$ cat src/design/weighted_line_fit_accumulator_core_defines.svh
// Assertion macros shared by the line fit accumulator RTL.
// No dependencies; included by the modules that carry assertions.
`ifndef WEIGHTED_LINE_FIT_ACCUMULATOR_CORE_DEFINES_SVH
`define WEIGHTED_LINE_FIT_ACCUMULATOR_CORE_DEFINES_SVH

`ifndef NO_ASSERTIONS
// same-cycle implication
`define WLF_ASSERT_IMPL(lbl, clk, rstn, ante, cons) \
  lbl: assert property (@(posedge clk) disable iff (!rstn) (ante) |-> (cons)) \
    else $error("wlf: assertion failed");
// next-cycle implication
`define WLF_ASSERT_NEXT(lbl, clk, rstn, ante, cons) \
  lbl: assert property (@(posedge clk) disable iff (!rstn) (ante) |=> (cons)) \
    else $error("wlf: assertion failed");
`else
`define WLF_ASSERT_IMPL(lbl, clk, rstn, ante, cons)
`define WLF_ASSERT_NEXT(lbl, clk, rstn, ante, cons)
`endif

`endif

$ cat src/design/wlf_pkg.sv
// Types and constants of the weighted line fit accumulator.
// No dependencies; used by wlf_ctrl, wlf_dp and the top level.
package wlf_pkg;

  typedef enum logic [1:0] {
    OP_CLEAR_ADD = 2'd0,
    OP_ADD       = 2'd1,
    OP_SOLVE     = 2'd2,
    OP_RESIDUAL  = 2'd3
  } opcode_e;

  localparam logic KIND_SOLVE    = 1'b0;
  localparam logic KIND_RESIDUAL = 1'b1;

  // which 128-bit quantity the product unit is building
  typedef enum logic [1:0] {
    QTY_DEN = 2'd0,
    QTY_NC  = 2'd1,
    QTY_NT  = 2'd2
  } qty_e;

  typedef enum logic [3:0] {
    ST_IDLE,
    ST_HIT_MUL1,
    ST_HIT_MUL2,
    ST_HIT_ACC,
    ST_RES_MUL,
    ST_RES_SUB,
    ST_SOLVE_MAG,
    ST_PROD_MUL,
    ST_PROD_DRAIN,
    ST_DEN_CHECK,
    ST_NUM_LOAD,
    ST_DIV,
    ST_DIV_DONE,
    ST_OUT
  } state_e;

  localparam int CNT_W          = 8;
  localparam int DIV_NUM_W      = 128;
  localparam int INTERCEPT_FRAC = 8;
  localparam int SLOPE_FRAC     = 24;

  localparam logic [CNT_W-1:0] DIV_STEPS_INTERCEPT = CNT_W'(DIV_NUM_W + INTERCEPT_FRAC);
  localparam logic [CNT_W-1:0] DIV_STEPS_SLOPE     = CNT_W'(DIV_NUM_W + SLOPE_FRAC);
  localparam logic [2:0]       MUL_LAST_PART       = 3'd7;

  typedef struct packed {
    logic [1:0]         opcode;
    logic signed [23:0] hit_coord;
    logic signed [23:0] hit_z;
    logic [15:0]        hit_weight;
  } in_item_t;

  typedef struct packed {
    logic signed [23:0] intercept;
    logic signed [31:0] slope;
    logic signed [23:0] residual;
    logic               singular;
    logic               result_kind;
  } out_item_t;

  typedef struct packed {
    logic       capture;
    logic       hit_mul1;
    logic       hit_mul2;
    logic       hit_acc;
    logic       res_mul;
    logic       res_sub;
    logic       mag_latch;
    logic       mul_issue;
    logic [2:0] mul_part;   // [2] term, [1] a half, [0] b half
    qty_e       qty;
    logic       acc_clr;
    logic       den_latch;
    logic       div_load;
    logic       div_step;
    logic       div_write;
    logic       out_load;
  } dp_cmd_t;

  typedef struct packed {
    logic den_zero;
    logic out_free;
  } dp_sts_t;

endpackage

$ cat src/design/wlf_ctrl.sv
// Sequencer of the line fit accumulator: one item at a time.
// Depends on wlf_pkg and the assertion macro header.
`include "weighted_line_fit_accumulator_core_defines.svh"

module wlf_ctrl (
  input  logic             clk_i,
  input  logic             rst_ni,
  input  logic             in_valid_i,
  input  logic [1:0]       in_opcode_i,
  output logic             in_stall_o,
  input  wlf_pkg::dp_sts_t sts_i,
  output wlf_pkg::dp_cmd_t cmd_o
);
  import wlf_pkg::*;

  state_e           state_q, state_d;
  logic [CNT_W-1:0] cnt_q, cnt_d;
  qty_e             qty_q, qty_d;
  logic [CNT_W-1:0] div_steps;

  assign div_steps = (qty_q == QTY_NT) ? DIV_STEPS_SLOPE : DIV_STEPS_INTERCEPT;

  always_ff @(posedge clk_i or negedge rst_ni) begin
    if (!rst_ni) begin
      state_q <= ST_IDLE;
      cnt_q   <= '0;
      qty_q   <= QTY_DEN;
    end else begin
      state_q <= state_d;
      cnt_q   <= cnt_d;
      qty_q   <= qty_d;
    end
  end

  always_comb begin
    state_d = state_q;
    cnt_d   = cnt_q;
    qty_d   = qty_q;
    case (state_q)
      ST_IDLE: begin
        if (in_valid_i) begin
          case (in_opcode_i)
            OP_CLEAR_ADD: state_d = ST_HIT_MUL1;
            OP_ADD:       state_d = ST_HIT_MUL1;
            OP_SOLVE:     state_d = ST_SOLVE_MAG;
            OP_RESIDUAL:  state_d = ST_RES_MUL;
            default:      state_d = ST_IDLE;
          endcase
        end
      end
      ST_HIT_MUL1: state_d = ST_HIT_MUL2;
      ST_HIT_MUL2: state_d = ST_HIT_ACC;
      ST_HIT_ACC:  state_d = ST_IDLE;
      ST_RES_MUL:  state_d = ST_RES_SUB;
      ST_RES_SUB:  state_d = ST_OUT;
      ST_SOLVE_MAG: begin
        qty_d   = QTY_DEN;
        cnt_d   = '0;
        state_d = ST_PROD_MUL;
      end
      ST_PROD_MUL: begin
        if (cnt_q[2:0] == MUL_LAST_PART) begin
          cnt_d   = '0;
          state_d = ST_PROD_DRAIN;
        end else begin
          cnt_d = cnt_q + CNT_W'(1);
        end
      end
      ST_PROD_DRAIN: state_d = (qty_q == QTY_DEN) ? ST_DEN_CHECK : ST_NUM_LOAD;
      ST_DEN_CHECK: begin
        if (sts_i.den_zero) begin
          state_d = ST_OUT;
        end else begin
          qty_d   = QTY_NC;
          cnt_d   = '0;
          state_d = ST_PROD_MUL;
        end
      end
      ST_NUM_LOAD: begin
        cnt_d   = '0;
        state_d = ST_DIV;
      end
      ST_DIV: begin
        if (cnt_q == div_steps - CNT_W'(1)) begin
          cnt_d   = '0;
          state_d = ST_DIV_DONE;
        end else begin
          cnt_d = cnt_q + CNT_W'(1);
        end
      end
      ST_DIV_DONE: begin
        if (qty_q == QTY_NC) begin
          qty_d   = QTY_NT;
          cnt_d   = '0;
          state_d = ST_PROD_MUL;
        end else begin
          state_d = ST_OUT;
        end
      end
      ST_OUT: begin
        if (sts_i.out_free) state_d = ST_IDLE;
      end
      default: state_d = ST_IDLE;
    endcase
  end

  always_comb begin
    cmd_o          = '0;
    cmd_o.mul_part = cnt_q[2:0];
    cmd_o.qty      = qty_q;
    in_stall_o     = 1'b1;
    case (state_q)
      ST_IDLE: begin
        in_stall_o    = 1'b0;
        cmd_o.capture = in_valid_i;
      end
      ST_HIT_MUL1:  cmd_o.hit_mul1  = 1'b1;
      ST_HIT_MUL2:  cmd_o.hit_mul2  = 1'b1;
      ST_HIT_ACC:   cmd_o.hit_acc   = 1'b1;
      ST_RES_MUL:   cmd_o.res_mul   = 1'b1;
      ST_RES_SUB:   cmd_o.res_sub   = 1'b1;
      ST_SOLVE_MAG: cmd_o.mag_latch = 1'b1;
      ST_PROD_MUL: begin
        cmd_o.mul_issue = 1'b1;
        cmd_o.acc_clr   = (cnt_q[2:0] == 3'd0);
      end
      ST_PROD_DRAIN: cmd_o.mul_issue = 1'b0;
      ST_DEN_CHECK:  cmd_o.den_latch = 1'b1;
      ST_NUM_LOAD:   cmd_o.div_load  = 1'b1;
      ST_DIV:        cmd_o.div_step  = 1'b1;
      ST_DIV_DONE:   cmd_o.div_write = 1'b1;
      ST_OUT:        cmd_o.out_load  = sts_i.out_free;
      default:       cmd_o.capture   = 1'b0;
    endcase
  end

  `WLF_ASSERT_IMPL(a_div_cnt_range, clk_i, rst_ni, (state_q == ST_DIV), (cnt_q < DIV_STEPS_SLOPE))
  `WLF_ASSERT_NEXT(a_solve_start, clk_i, rst_ni, (state_q == ST_IDLE && in_valid_i && in_opcode_i == OP_SOLVE), (state_q == ST_SOLVE_MAG))
  `WLF_ASSERT_IMPL(a_stall_busy, clk_i, rst_ni, (state_q != ST_IDLE), in_stall_o)

endmodule

$ cat config.mk
export PLATFORM = sky130hd
export DESIGN_NAME = wlf_ctrl
export DESIGN_NICKNAME = d
export VERILOG_FILES = /design/src/design/wlf_pkg.sv /design/src/design/wlf_ctrl.sv
export VERILOG_INCLUDE_DIRS = /design/src /design/src/design
export SDC_FILE = /design/constraint.sdc
export NUM_CORES = 1
export LEC_CHECK = 0
export BUFFER_PORTS_ARGS = -buffer_cell sky130_fd_sc_hd__buf_4
export CAP_MARGIN = 40
export CORE_MARGIN = 5
export CORE_UTILIZATION = 58
export DETAILED_ROUTE_END_ITERATION = 10
export PLACE_DENSITY = 0.92
export SLEW_MARGIN = 20
export SYNTH_ARGS = -nofsm -noshare
export SYNTH_HDL_FRONTEND = slang
export SYNTH_SLANG_ARGS = --single-unit
$ cat constraint.sdc
create_clock -name clk_i -period 3.1 [get_ports clk_i]
set_input_delay 0.465 -clock clk_i [delete_from_list [all_inputs] [get_ports clk_i]]
set_output_delay 0.465 -clock clk_i [all_outputs]
set_load 0.02 [all_outputs]
==> metrics.txt, run 1 <==
Pleak around 0.62 nW; timing startpoint of the critical path state_q[2]; top-count cell post-synth sky130_fd_sc_hd__nand2_1; Finished Core Util a little over two thirds; routed wirelength normalized by instance count approximately 16 µm; critical path startpoint category flip-flop; share of the synthesized area in the top cell type 28.43%; Top delay family on crit path flip-flops; sequential cell area fraction in the yosys report 28.43%; quantity of gates resized following cts 0; fraction of layout instances using a drive strength above 1 23.03%; slowest cell on the critical path sky130_fd_sc_hd__dfrtp_1; Root Driver sky130_fd_sc_hd__clkbuf_4; ranking of synthesized cells by instance count sky130_fd_sc_hd__nand2_1, sky130_fd_sc_hd__nor2_1, sky130_fd_sc_hd__dfrtp_1, sky130_fd_sc_hd__nor3_1; most area-hungry cell type in the Yosys netlist sky130_fd_sc_hd__dfrtp_1; final worst path period share 77.14%; global routing usage summed across all routing layers 22.72%; clock period minus final worst setup slack around 2.4 ns; die outline height 56.10 µm; maximum clock insertion buffer count 2; TritonCTS sink count 14; Max Cap Violations 0; FILL cells 180; vias in the first global route 1248; WL final roughly 3300 µm; insertion delay of the later-clocked pin in the worst-skew pair around 0.28 ns; final net count 190; arrival time at the worst endpoint 1.93 ns; Warnings, synthesis 0; run status completed; Boundary Pins 27; Worst Tran Pin Value between 0.7 and 0.8 ns; Final Hold Vio Count 0; count of hold-fix buffers inserted at cts 0; count of input and output buffers 26; global-route wire length before repair 5809 µm; P per Cell Area around 1100 nW/µm²; Req. time, crit path 2.63 ns; setup_tns 0 ns; Area growth, synth to finish 13.60%; ratio of routed vias to standard cells 6.356; Die X-Extent 56.10 µm; number of buffers inserted during clock tree synthesis 3; Post-synth EDFFs 0; critical path capture point type output pin; slack of the worst reg-to-reg path 0.81 ns; Final setup violation count 0; Die Footprint 3147 µm²; RD Place Congestion 0.9562; critical register-to-register path startpoint state_q[2]; final max-slew violation count 0; post-synth design cell area 1232 µm²; highest attainable clock frequency 0.4182 GHz; clock-pin slew on the worst setup and hold paths 0.08 ns; area post-placement 1378 µm²; VDD IR max 0.5943 mV; pin count of the biggest net entering global routing 27; critical path, cell by cell nand2b_1, nor2_1, and3b_1, buf_4; Synth Instances about 160; Antenna diodes 0; antenna violations before repair 0; via count 1303; normalized max-slew margin roughly 49%; half-perimeter wire length after detailed placement 2499 µm; slowest cell delay on critical path 0.85 ns; Core Box Area 2002 µm²; Final Skew 0.003739 ns; main flop type after synthesis sky130_fd_sc_hd__dfrtp_1; initial core utilization 61.56%; synth top area cells sky130_fd_sc_hd__dfrtp_1, sky130_fd_sc_hd__nand2_1, sky130_fd_sc_hd__nor2_1, sky130_fd_sc_hd__o211ai_1, sky130_fd_sc_hd__nor3_1; TritonCTS clock tree yes; number of optimization iterations in the first detailed-route pass 4; total nets after synthesis 172; GRT overflow 0; flop and latch count out of synthesis 14; CTS H-tree lvls 1; DRC violation count after routing 0; Post-Layout Inst Area about 1400 µm²; Post-synth ARST share 100.0%; post-synthesis area per instance 7.608 µm²; critical-path maximum fanout 26; category of the critical setup timing path reg -> out; count of antenna-violating nets left after detailed routing 0; Min-Delay Path Class in -> async; detailed router's first-iteration violation count 103; unrepaired setup endpoints after global routing no; number of distinct library cells after synthesis 49; Setup Fix Bufs, Post-CTS 0; site row count 16; worst path bufs/invs 1
==> layer usage <==
metal / global-route usage (%) / part of all wire (%)
met5: 0 / 0
met4: 7.458 / 1.8
met3: 4.640 / 9.1
met2: 35.23 / 46
met1: 31.35 / 43
==> flip-flops by register name (all words and copies together), names as in the netlist <==
| register | cells |
|---|---|
| qty_q | 2 |
| cnt_q | 8 |
| state_q | 4 |
==> through the flow <==
step	power [mW]	instances	hold slack [ns]	setup WS, ns
after floorplan	1.169	162	0.1694	1.342
after global placement	1.338	202	0.3265	1.079
after detailed placement	1.386	202	0.3300	0.8789
after CTS	1.496	205	0.01670	0.7108
after global routing	1.641	205	0.01085	0.5320
final	1.503	205	0.01196	0.7086
==> cells by family (layout without fill, tap and decap cells) <==
logic type                 count (synthesis)  in the layout  synth area share, %
AOI/OAI and AO/OA                         46             46                26.70
and+or+nand+nor                           79             79                32.08
DFF                                       14             14                28.43
xor gates and xnor gates                   2              2                1.422
adders and majority gates                  3              3                3.046
buffers and inverters                     18             34                8.323
==> power by group <==
| part | internal (mW) | switching, mW | total [mW] |
|---|---|---|---|
| Combinational | 0.385 | 0.549 | 0.934 |
| Clock | 0.0452 | 0.0605 | 0.106 |
| Sequential | 0.254 | 0.209 | 0.463 |
==> worst paths after layout <==
path                            cells after the start  endpoint
worst max-delay path                                4  cmd_o[5]
worst min-delay path                                1  qty_q[1]
worst max register to register                      5  cnt_q[4]
worst min register to register                      2  cnt_q[7]
max in group asynchronous                           1  cnt_q[3]
min in group clk_i                                  4  qty_q[0]
==> placed cells by master (no fill, tap or decap), types with 5 or more instances in the layout <==
master | synthesis | layout
sky130_fd_sc_hd__buf_4 | 6 | 26
sky130_fd_sc_hd__nand2_1 | 20 | 20
sky130_fd_sc_hd__nor2_1 | 19 | 19
sky130_fd_sc_hd__dfrtp_1 | 14 | 14
sky130_fd_sc_hd__nor3_1 | 9 | 9
sky130_fd_sc_hd__a21oi_1 | 8 | 8
sky130_fd_sc_hd__o211ai_1 | 8 | 8
sky130_fd_sc_hd__nand3_1 | 6 | 6
sky130_fd_sc_hd__o21ai_1 | 5 | 5
==> worst register-to-register path, stage by stage (launching register included) <==
cell,delay [ns]
sky130_fd_sc_hd__dfrtp_1,0.85
sky130_fd_sc_hd__nand2b_1,0.39
sky130_fd_sc_hd__nor2_1,0.08
sky130_fd_sc_hd__nor3_1,0.46
sky130_fd_sc_hd__nor2_1,0.21
sky130_fd_sc_hd__o211ai_1,0.22
==> final cells by class <==
| type | instances | area (µm²) | area share (%) |
|---|---|---|---|
| well taps | 27 | 33.78 | 2.413 |
| flip-flops and latches | 14 | 350.3 | 25.02 |
| repair buffers | 26 | 195.2 | 13.94 |
| inverters | 5 | 18.77 | 1.340 |
| clock buffers | 3 | 22.52 | 1.609 |
| multi-input cells | 130 | 779.5 | 55.67 |
Note: power is estimated with default switching activity, not from simulation.
==> inputs of run 2 (changes only) <==
--- a/config.mk
+++ b/config.mk
@@ -9,9 +9,9 @@
 export BUFFER_PORTS_ARGS = -buffer_cell sky130_fd_sc_hd__buf_4
 export CAP_MARGIN = 40
 export CORE_MARGIN = 5
-export CORE_UTILIZATION = 58
+export CORE_UTILIZATION = 54
 export DETAILED_ROUTE_END_ITERATION = 10
-export PLACE_DENSITY = 0.92
+export PLACE_DENSITY = 0.87
 export SLEW_MARGIN = 20
 export SYNTH_ARGS = -nofsm -noshare
 export SYNTH_HDL_FRONTEND = slang
==> constraint.sdc (replaced) <==
create_clock -name clk_i -period 2.4 [get_ports clk_i]
set_input_delay 0.36 -clock clk_i [delete_from_list [all_inputs] [get_ports clk_i]]
set_output_delay 0.36 -clock clk_i [all_outputs]
set_load 0.02 [all_outputs]
==> metrics.txt, run 2 (synthesis results as in run 1) <==
Top delay family on crit path flip-flops; count of input and output buffers 26 (unchanged); GRT overflow 0 (unchanged); number of buffers inserted during clock tree synthesis 3 (unchanged); destination of the worst hold path qty_q[0]; count of antenna-violating nets left after detailed routing 0 (unchanged); slowest cell on the critical path sky130_fd_sc_hd__dfrtp_1; register with the most flip-flops cnt_q; post-place setup slack 0.3362 ns (-0.5427 ns); site row count 17 (+1); Antenna diodes 0 (unchanged); final setup margin 0.1516 ns (-0.5570 ns); final worst path period share 93.68%; normalized max-slew margin 61.10% (+12 points); initial core utilization 56.25% (-5.3 points); Final Hold Vio Count 0 (unchanged); Setup Fix Bufs, Post-CTS 0 (unchanged); insertion delay of the later-clocked pin in the worst-skew pair 0.29 ns (about the same); Max Cap Violations 0 (unchanged); detailed router's first-iteration violation count 103 (unchanged); P per Cell Area 1410 nW/µm² (+31%); worst reg2reg path endpoint state_q[1]; clock period minus final worst setup slack 2.248 ns; slowest cell delay on critical path 0.71 ns (-0.14 ns); WL final 3350 µm (+1.3%); maximum clock insertion buffer count 2 (unchanged); category of the critical setup timing path reg -> out; final net count 193 (+1.6%); routed wirelength normalized by instance count 15.95 µm (-1.1%); run status completed; ratio of routed vias to standard cells 6.419 (+0.99%); Final setup violation count 0 (unchanged); length in cells of the worst reg-to-reg path 5 (unchanged); Min-Delay Path Class in -> reg; Finished Core Util 65.73% (-4.2 points); flip-flop count of the largest register, all copies and words added 8 (unchanged); global-route wire length before repair 5623 µm (-3.2%); global routing usage summed across all routing layers 21.06% (-1.7 points); FILL cells 182 (+1.1%); unrepaired setup endpoints after global routing no; DRC violation count after routing 0 (unchanged); final max-slew violation count 0 (unchanged); setup_tns 0 ns (unchanged); Die X-Extent 57.78 µm (+3.0%); Pleak 0.6455 nW (+3.4%); hold depth 4; clock-pin slew on the worst setup and hold paths 0.10 ns (+0.02 ns); Die Footprint 3338 µm² (+6.1%); highest attainable clock frequency ~0.44 GHz; VDD IR max 0.8131 mV (+37%); critical path, cell by cell nand2_1, nor3_1, buf_4; via count 1348 (+3.5%); TritonCTS sink count 14 (unchanged); CTS H-tree lvls 1 (unchanged); TritonCTS clock tree yes; worst path bufs/invs 1 (unchanged); most common library cell in the layout ignoring fill and taps sky130_fd_sc_hd__buf_4; number of optimization iterations in the first detailed-route pass 5 (+1); critical-path maximum fanout 18 (-31%); vias in the first global route 1184 (-5.1%); RD Place Congestion 0.9143 (-4.4%); Core Box Area 2191 µm² (+9.4%); critical path capture point type output pin; commonest cells after routing, fill and taps aside sky130_fd_sc_hd__buf_4, sky130_fd_sc_hd__nand2_1, sky130_fd_sc_hd__nor2_1; final-layout worst hold slack 0.4289 ns (+0.4169 ns); largest registers ranked by flip-flop count cnt_q: 8 flops, state_q: 4 flops, qty_q: 2 flops; Root Driver sky130_fd_sc_hd__clkbuf_4; arrival time at the worst endpoint 1.89 ns (-0.04 ns); Final Skew 0.01366 ns (+0.009922 ns); Area growth, synth to finish 16.85%; critical path startpoint category flip-flop; Boundary Pins 27 (unchanged); fraction of layout instances using a drive strength above 1 24.18% (+1.1 points); die outline height 57.78 µm (+3.0%); Min-Delay Startpoint sts_i[1]; critical register-to-register path startpoint state_q[1]; Req. time, crit path 2.04 ns (-0.59 ns); half-perimeter wire length after detailed placement 2408 µm (-3.7%); pin count of the biggest net entering global routing 26 (-3.7%); Worst Tran Pin Value 0.5790 ns (-0.1917 ns); slack of the worst reg-to-reg path 0.23 ns (-0.58 ns); antenna violations before repair 0 (unchanged)
==> run 2: cell count changes in the layout (fill, tap and decap cells not counted) <==
cell	previous run	this run
sky130_fd_sc_hd__dlygate4sd3_1	0	1
sky130_fd_sc_hd__buf_4	26	28
sky130_fd_sc_hd__clkbuf_8	0	1
==> run 2: metal layers <==
| metal | up-vias | track usage [%] | part of all wire, % | routed length [µm] |
|---|---|---|---|---|
| li1 | 623 | - | - | - |
| met1 | 619 | 30.78 | 43 | 1452 |
| met2 | 88 | 31.94 | 43 | 1456 |
| met3 | 18 | 3.563 | 11 | 364 |
| met4 | 0 | 5.629 | 2.3 | 78 |
| met5 | - | 0 | 0 | 0 |
==> run 2: report_power, final <==
part	total [mW]	switching, mW	internal (mW)
logic	1.30	0.786	0.518
registers	0.547	0.217	0.329
clock network	0.179	0.0864	0.0924
total	2.03	1.09	0.940
==> run 2: area by class of cell <==
| cell class | instances | area [µm²] | share of cell area [%] |
|---|---|---|---|
| multi-input cells | 130 | 779.5 | 54.13 |
| well taps | 28 | 35.03 | 2.433 |
| flip-flops and latches | 14 | 350.3 | 24.33 |
| clock buffers | 4 | 36.28 | 2.520 |
| inverters | 5 | 18.77 | 1.303 |
| repair buffers | 29 | 220.2 | 15.29 |
==> run 2: worst max path at each step <==
| stage | startpoint | end | slack [ns] | cells after the start |
|---|---|---|---|---|
| 3_3_place_gp | state_q[3] | state_q[1] | 0.40 | 4 |
| 2_1_floorplan | state_q[3] | state_q[0] | 0.73 | 6 |
| 3_5_place_dp | state_q[1] | state_q[1] | 0.34 | 5 |
| 6_report | state_q[0] | cmd_o[15] | 0.15 | 3 |
| 5_1_grt | state_q[0] | cmd_o[15] | 0.02 | 3 |
| 4_1_cts | state_q[0] | cmd_o[15] | 0.19 | 3 |
==> run 2: what timing repair did <==
action / in CTS / in global routing
resized for setup: 0 / 0
hold buffers: 1 / 0
hold endpoints to repair: 14 / 0
==> run 2: tightest hold or removal path, cell delays in order <==
cell and delay, ns:
sky130_fd_sc_hd__buf_4 0.09, sky130_fd_sc_hd__nor3_1 0.07, sky130_fd_sc_hd__nor2_1 0.10, sky130_fd_sc_hd__a31oi_1 0.05
==> run 2: through the flow <==
step / power [mW] / instance area, µm² / std cells
floorplan: 1.510 / 1232 / 162
CTS: 1.998 / 1440 / 210
detailed placement: 1.816 / 1394 / 205
global placement: 1.774 / 1394 / 205
finish: 2.030 / 1440 / 210
global route: 2.190 / 1440 / 210
==> inputs of run 3 (changes only) <==
--- a/config.mk
+++ b/config.mk
@@ -9,9 +9,10 @@
 export BUFFER_PORTS_ARGS = -buffer_cell sky130_fd_sc_hd__buf_4
 export CAP_MARGIN = 40
 export CORE_MARGIN = 5
-export CORE_UTILIZATION = 54
+export CORE_UTILIZATION = 48
+export CTS_CLUSTER_SIZE = 30
 export DETAILED_ROUTE_END_ITERATION = 10
-export PLACE_DENSITY = 0.87
+export PLACE_DENSITY = 0.83
 export SLEW_MARGIN = 20
 export SYNTH_ARGS = -nofsm -noshare
 export SYNTH_HDL_FRONTEND = slang
==> constraint.sdc (replaced) <==
create_clock -name clk_i -period 1.95 [get_ports clk_i]
set_input_delay 0.2925 -clock clk_i [delete_from_list [all_inputs] [get_ports clk_i]]
set_output_delay 0.2925 -clock clk_i [all_outputs]
set_load 0.02 [all_outputs]
==> metrics.txt, run 3 (synthesis results as in run 1) <==
run status completed; Pleak 0.7263 nW (+13%); Die X-Extent 60.67 µm (+5.0%); switching component of the power 1.447 mW (+33%); clock period minus final worst setup slack 1.902 ns; critical register-to-register path startpoint cnt_q[1]; FILL cells 220 (+21%); critical path capture point type output pin; half-perimeter wire length after detailed placement 2809 µm (+17%); count of input and output buffers 26 (unchanged); clock-pin slew on the worst setup and hold paths 0.09 ns (about the same); Final Skew 0.002073 ns (-0.01159 ns); final worst path period share 97.55%; fraction of layout instances using a drive strength above 1 34.34% (+10 points); number of buffers inserted during clock tree synthesis 3 (unchanged); Sw Ratio 50.90% (-2.8 points); DRC violation count after routing 0 (unchanged); area post-placement 1484 µm² (+6.5%); initial core utilization 49.75% (-6.5 points); Area growth, synth to finish 29.95%; GRT overflow 0 (unchanged); highest attainable clock frequency 0.5257 GHz; Die Footprint 3681 µm² (+10%); count of antenna-violating nets left after detailed routing 0 (unchanged); normalized max-slew margin 71.46% (+10 points); Max Cap Violations 0 (unchanged); Worst Tran Pin Value 0.4280 ns (-0.1509 ns); clock network fraction of total power 7.8% (-1.0 points); TritonCTS clock tree yes; arrival time at the worst endpoint 1.61 ns (-0.28 ns); antenna violations before repair 0 (unchanged); TritonCTS sink count 14 (unchanged); ratio of routed vias to standard cells 6.009 (-6.4%); pin count of the biggest net entering global routing 17 (-35%); Root Driver sky130_fd_sc_hd__clkbuf_4; vias in the first global route 1281 (+8.2%); flip-flop count of the largest register, all copies and words added 8 (unchanged); RD Place Congestion 0.9585 (+4.8%); proportion of power drawn by flip-flops and latches 22.2% (-4.7 points); CTS H-tree lvls 1 (unchanged); number of optimization iterations in the first detailed-route pass 4 (-1); register with the most flip-flops cnt_q; slack of the worst reg-to-reg path 0.11 ns (-0.12 ns); Req. time, crit path 1.66 ns (-0.38 ns); global-route wire length before repair 6023 µm (+7.1%); via count 1370 (+1.6%); share of total power in combinational logic 69.9% (+5.6 points); routed wirelength normalized by instance count 16.46 µm (+3.2%); final max-slew violation count 0 (unchanged); largest registers ranked by flip-flop count cnt_q: 8 flops, state_q: 4 flops, qty_q: 2 flops; insertion delay of the later-clocked pin in the worst-skew pair 0.29 ns (about the same); WL final 3754 µm (+12%); Power Internal 1.396 mW (+49%); length in cells of the worst reg-to-reg path 5 (unchanged); Min-Delay Path Class in -> reg; Post-Layout Inst Area 1602 µm² (+11%); die outline height 60.67 µm (+5.0%); critical path startpoint category flip-flop; detailed router's first-iteration violation count 80 (-22%); Final Hold Vio Count 0 (unchanged); Core Box Area 2477 µm² (+13%); global routing usage summed across all routing layers 21.98% (+0.92 points); Boundary Pins 27 (unchanged); maximum clock insertion buffer count 2 (unchanged); worst reg2reg path endpoint cnt_q[4]; Antenna diodes 0 (unchanged); most common library cell in the layout ignoring fill and taps sky130_fd_sc_hd__buf_4; timing startpoint of the critical path state_q[3]; Finished Core Util 64.65% (-1.1 points); register area 355.3 µm² (+1.4%); Final setup violation count 0 (unchanged); category of the critical setup timing path reg -> out; destination of the worst hold path state_q[2]; hold depth 4 (unchanged); Min-Delay Startpoint sts_i[0]; Multi-input gate area 797.0 µm² (+2.2%); number of non-filler instances in the completed layout 228 (+8.6%); Placed Cells 217 (+5.9%); commonest cells after routing, fill and taps aside sky130_fd_sc_hd__buf_4, sky130_fd_sc_hd__nand2_1, sky130_fd_sc_hd__nor2_1; final net count 209 (+8.3%); VDD IR max 1.036 mV (+27%); P per Cell Area 1775 nW/µm² (+26%); site row count 18 (+1); critical-path maximum fanout 14 (-4)
run 3: cell count changes in the layout (fill, tap and decap cells not counted), sizes merged:
cell	before	now
buf	28	44
clkinvlp	0	1
inv	5	4
run 3: metal layers:
layer | vias to the layer above | routed length (µm) | global-route usage [%]
met5 | - | 0 | 0
met4 | 0 | 63 | 6.811
met3 | 9 | 293 | 3.830
met2 | 68 | 1769 | 36.49
met1 | 639 | 1628 | 29.09
li1 | 654 | - | -
run 3: cell type report:
cell class,count,share of cell area [%]
clock buffers,4,2.266
well taps,30,2.344
flip-flops and latches,14,22.19
multi-input cells,130,49.77
inverters,5,1.406
repair buffers,45,22.03
run 3: how the worst max path moves through the flow:
stage / endpoint / slack [ns] / cells after the start
2_1_floorplan: state_q[0] / 0.28 / 6
3_3_place_gp: cnt_q[7] / 0.17 / 5
3_5_place_dp: cnt_q[4] / 0.16 / 5
4_1_cts: cmd_o[15] / 0.02 / 3
5_1_grt: cmd_o[5] / -0.02 / 5
6_report: cmd_o[5] / 0.05 / 5
run 3: timing repair:
item / in CTS / in global routing
hold buffers: 1 / 0
pin swaps: 0 / 0
setup buffers: 0 / 6
endpoints found under the setup margin: 3 / 6
gates resized for setup: 2 / 6
endpoints found under the hold margin: 14 / 0
run 3: stage by stage:
stage	setup slack (ns)	hold WS, ns	total power, mW	setup TNS (ns)
6_report	0.04775	0.3733	2.843	0
2_1_floorplan	0.2819	-0.003091	1.858	0
3_5_place_dp	0.1573	0.1580	2.448	0
4_1_cts	0.02302	0.3566	2.678	0
5_1_grt	-0.01539	0.3975	3.053	-0.01539
3_3_place_gp	0.1687	0.1595	2.379	0
run 3: power groups by stage:
stage / logic, mW / clock network (mW) / registers [mW]
final: 1.99 / 0.222 / 0.632
after global routing: 2.16 / 0.240 / 0.653
after CTS: 1.82 / 0.220 / 0.638
after detailed placement: 1.81 / 0 / 0.638
after global placement: 1.75 / 0 / 0.627
after floorplan: 1.31 / 0 / 0.547
run 3: critical path, cell delays in order, from the launching register on:
cell and delay [ns]:
sky130_fd_sc_hd__dfrtp_2 0.51, sky130_fd_sc_hd__nand2b_1 0.19, sky130_fd_sc_hd__buf_4 0.16, sky130_fd_sc_hd__nor2_1 0.15, sky130_fd_sc_hd__and3b_1 0.17, sky130_fd_sc_hd__buf_4 0.13
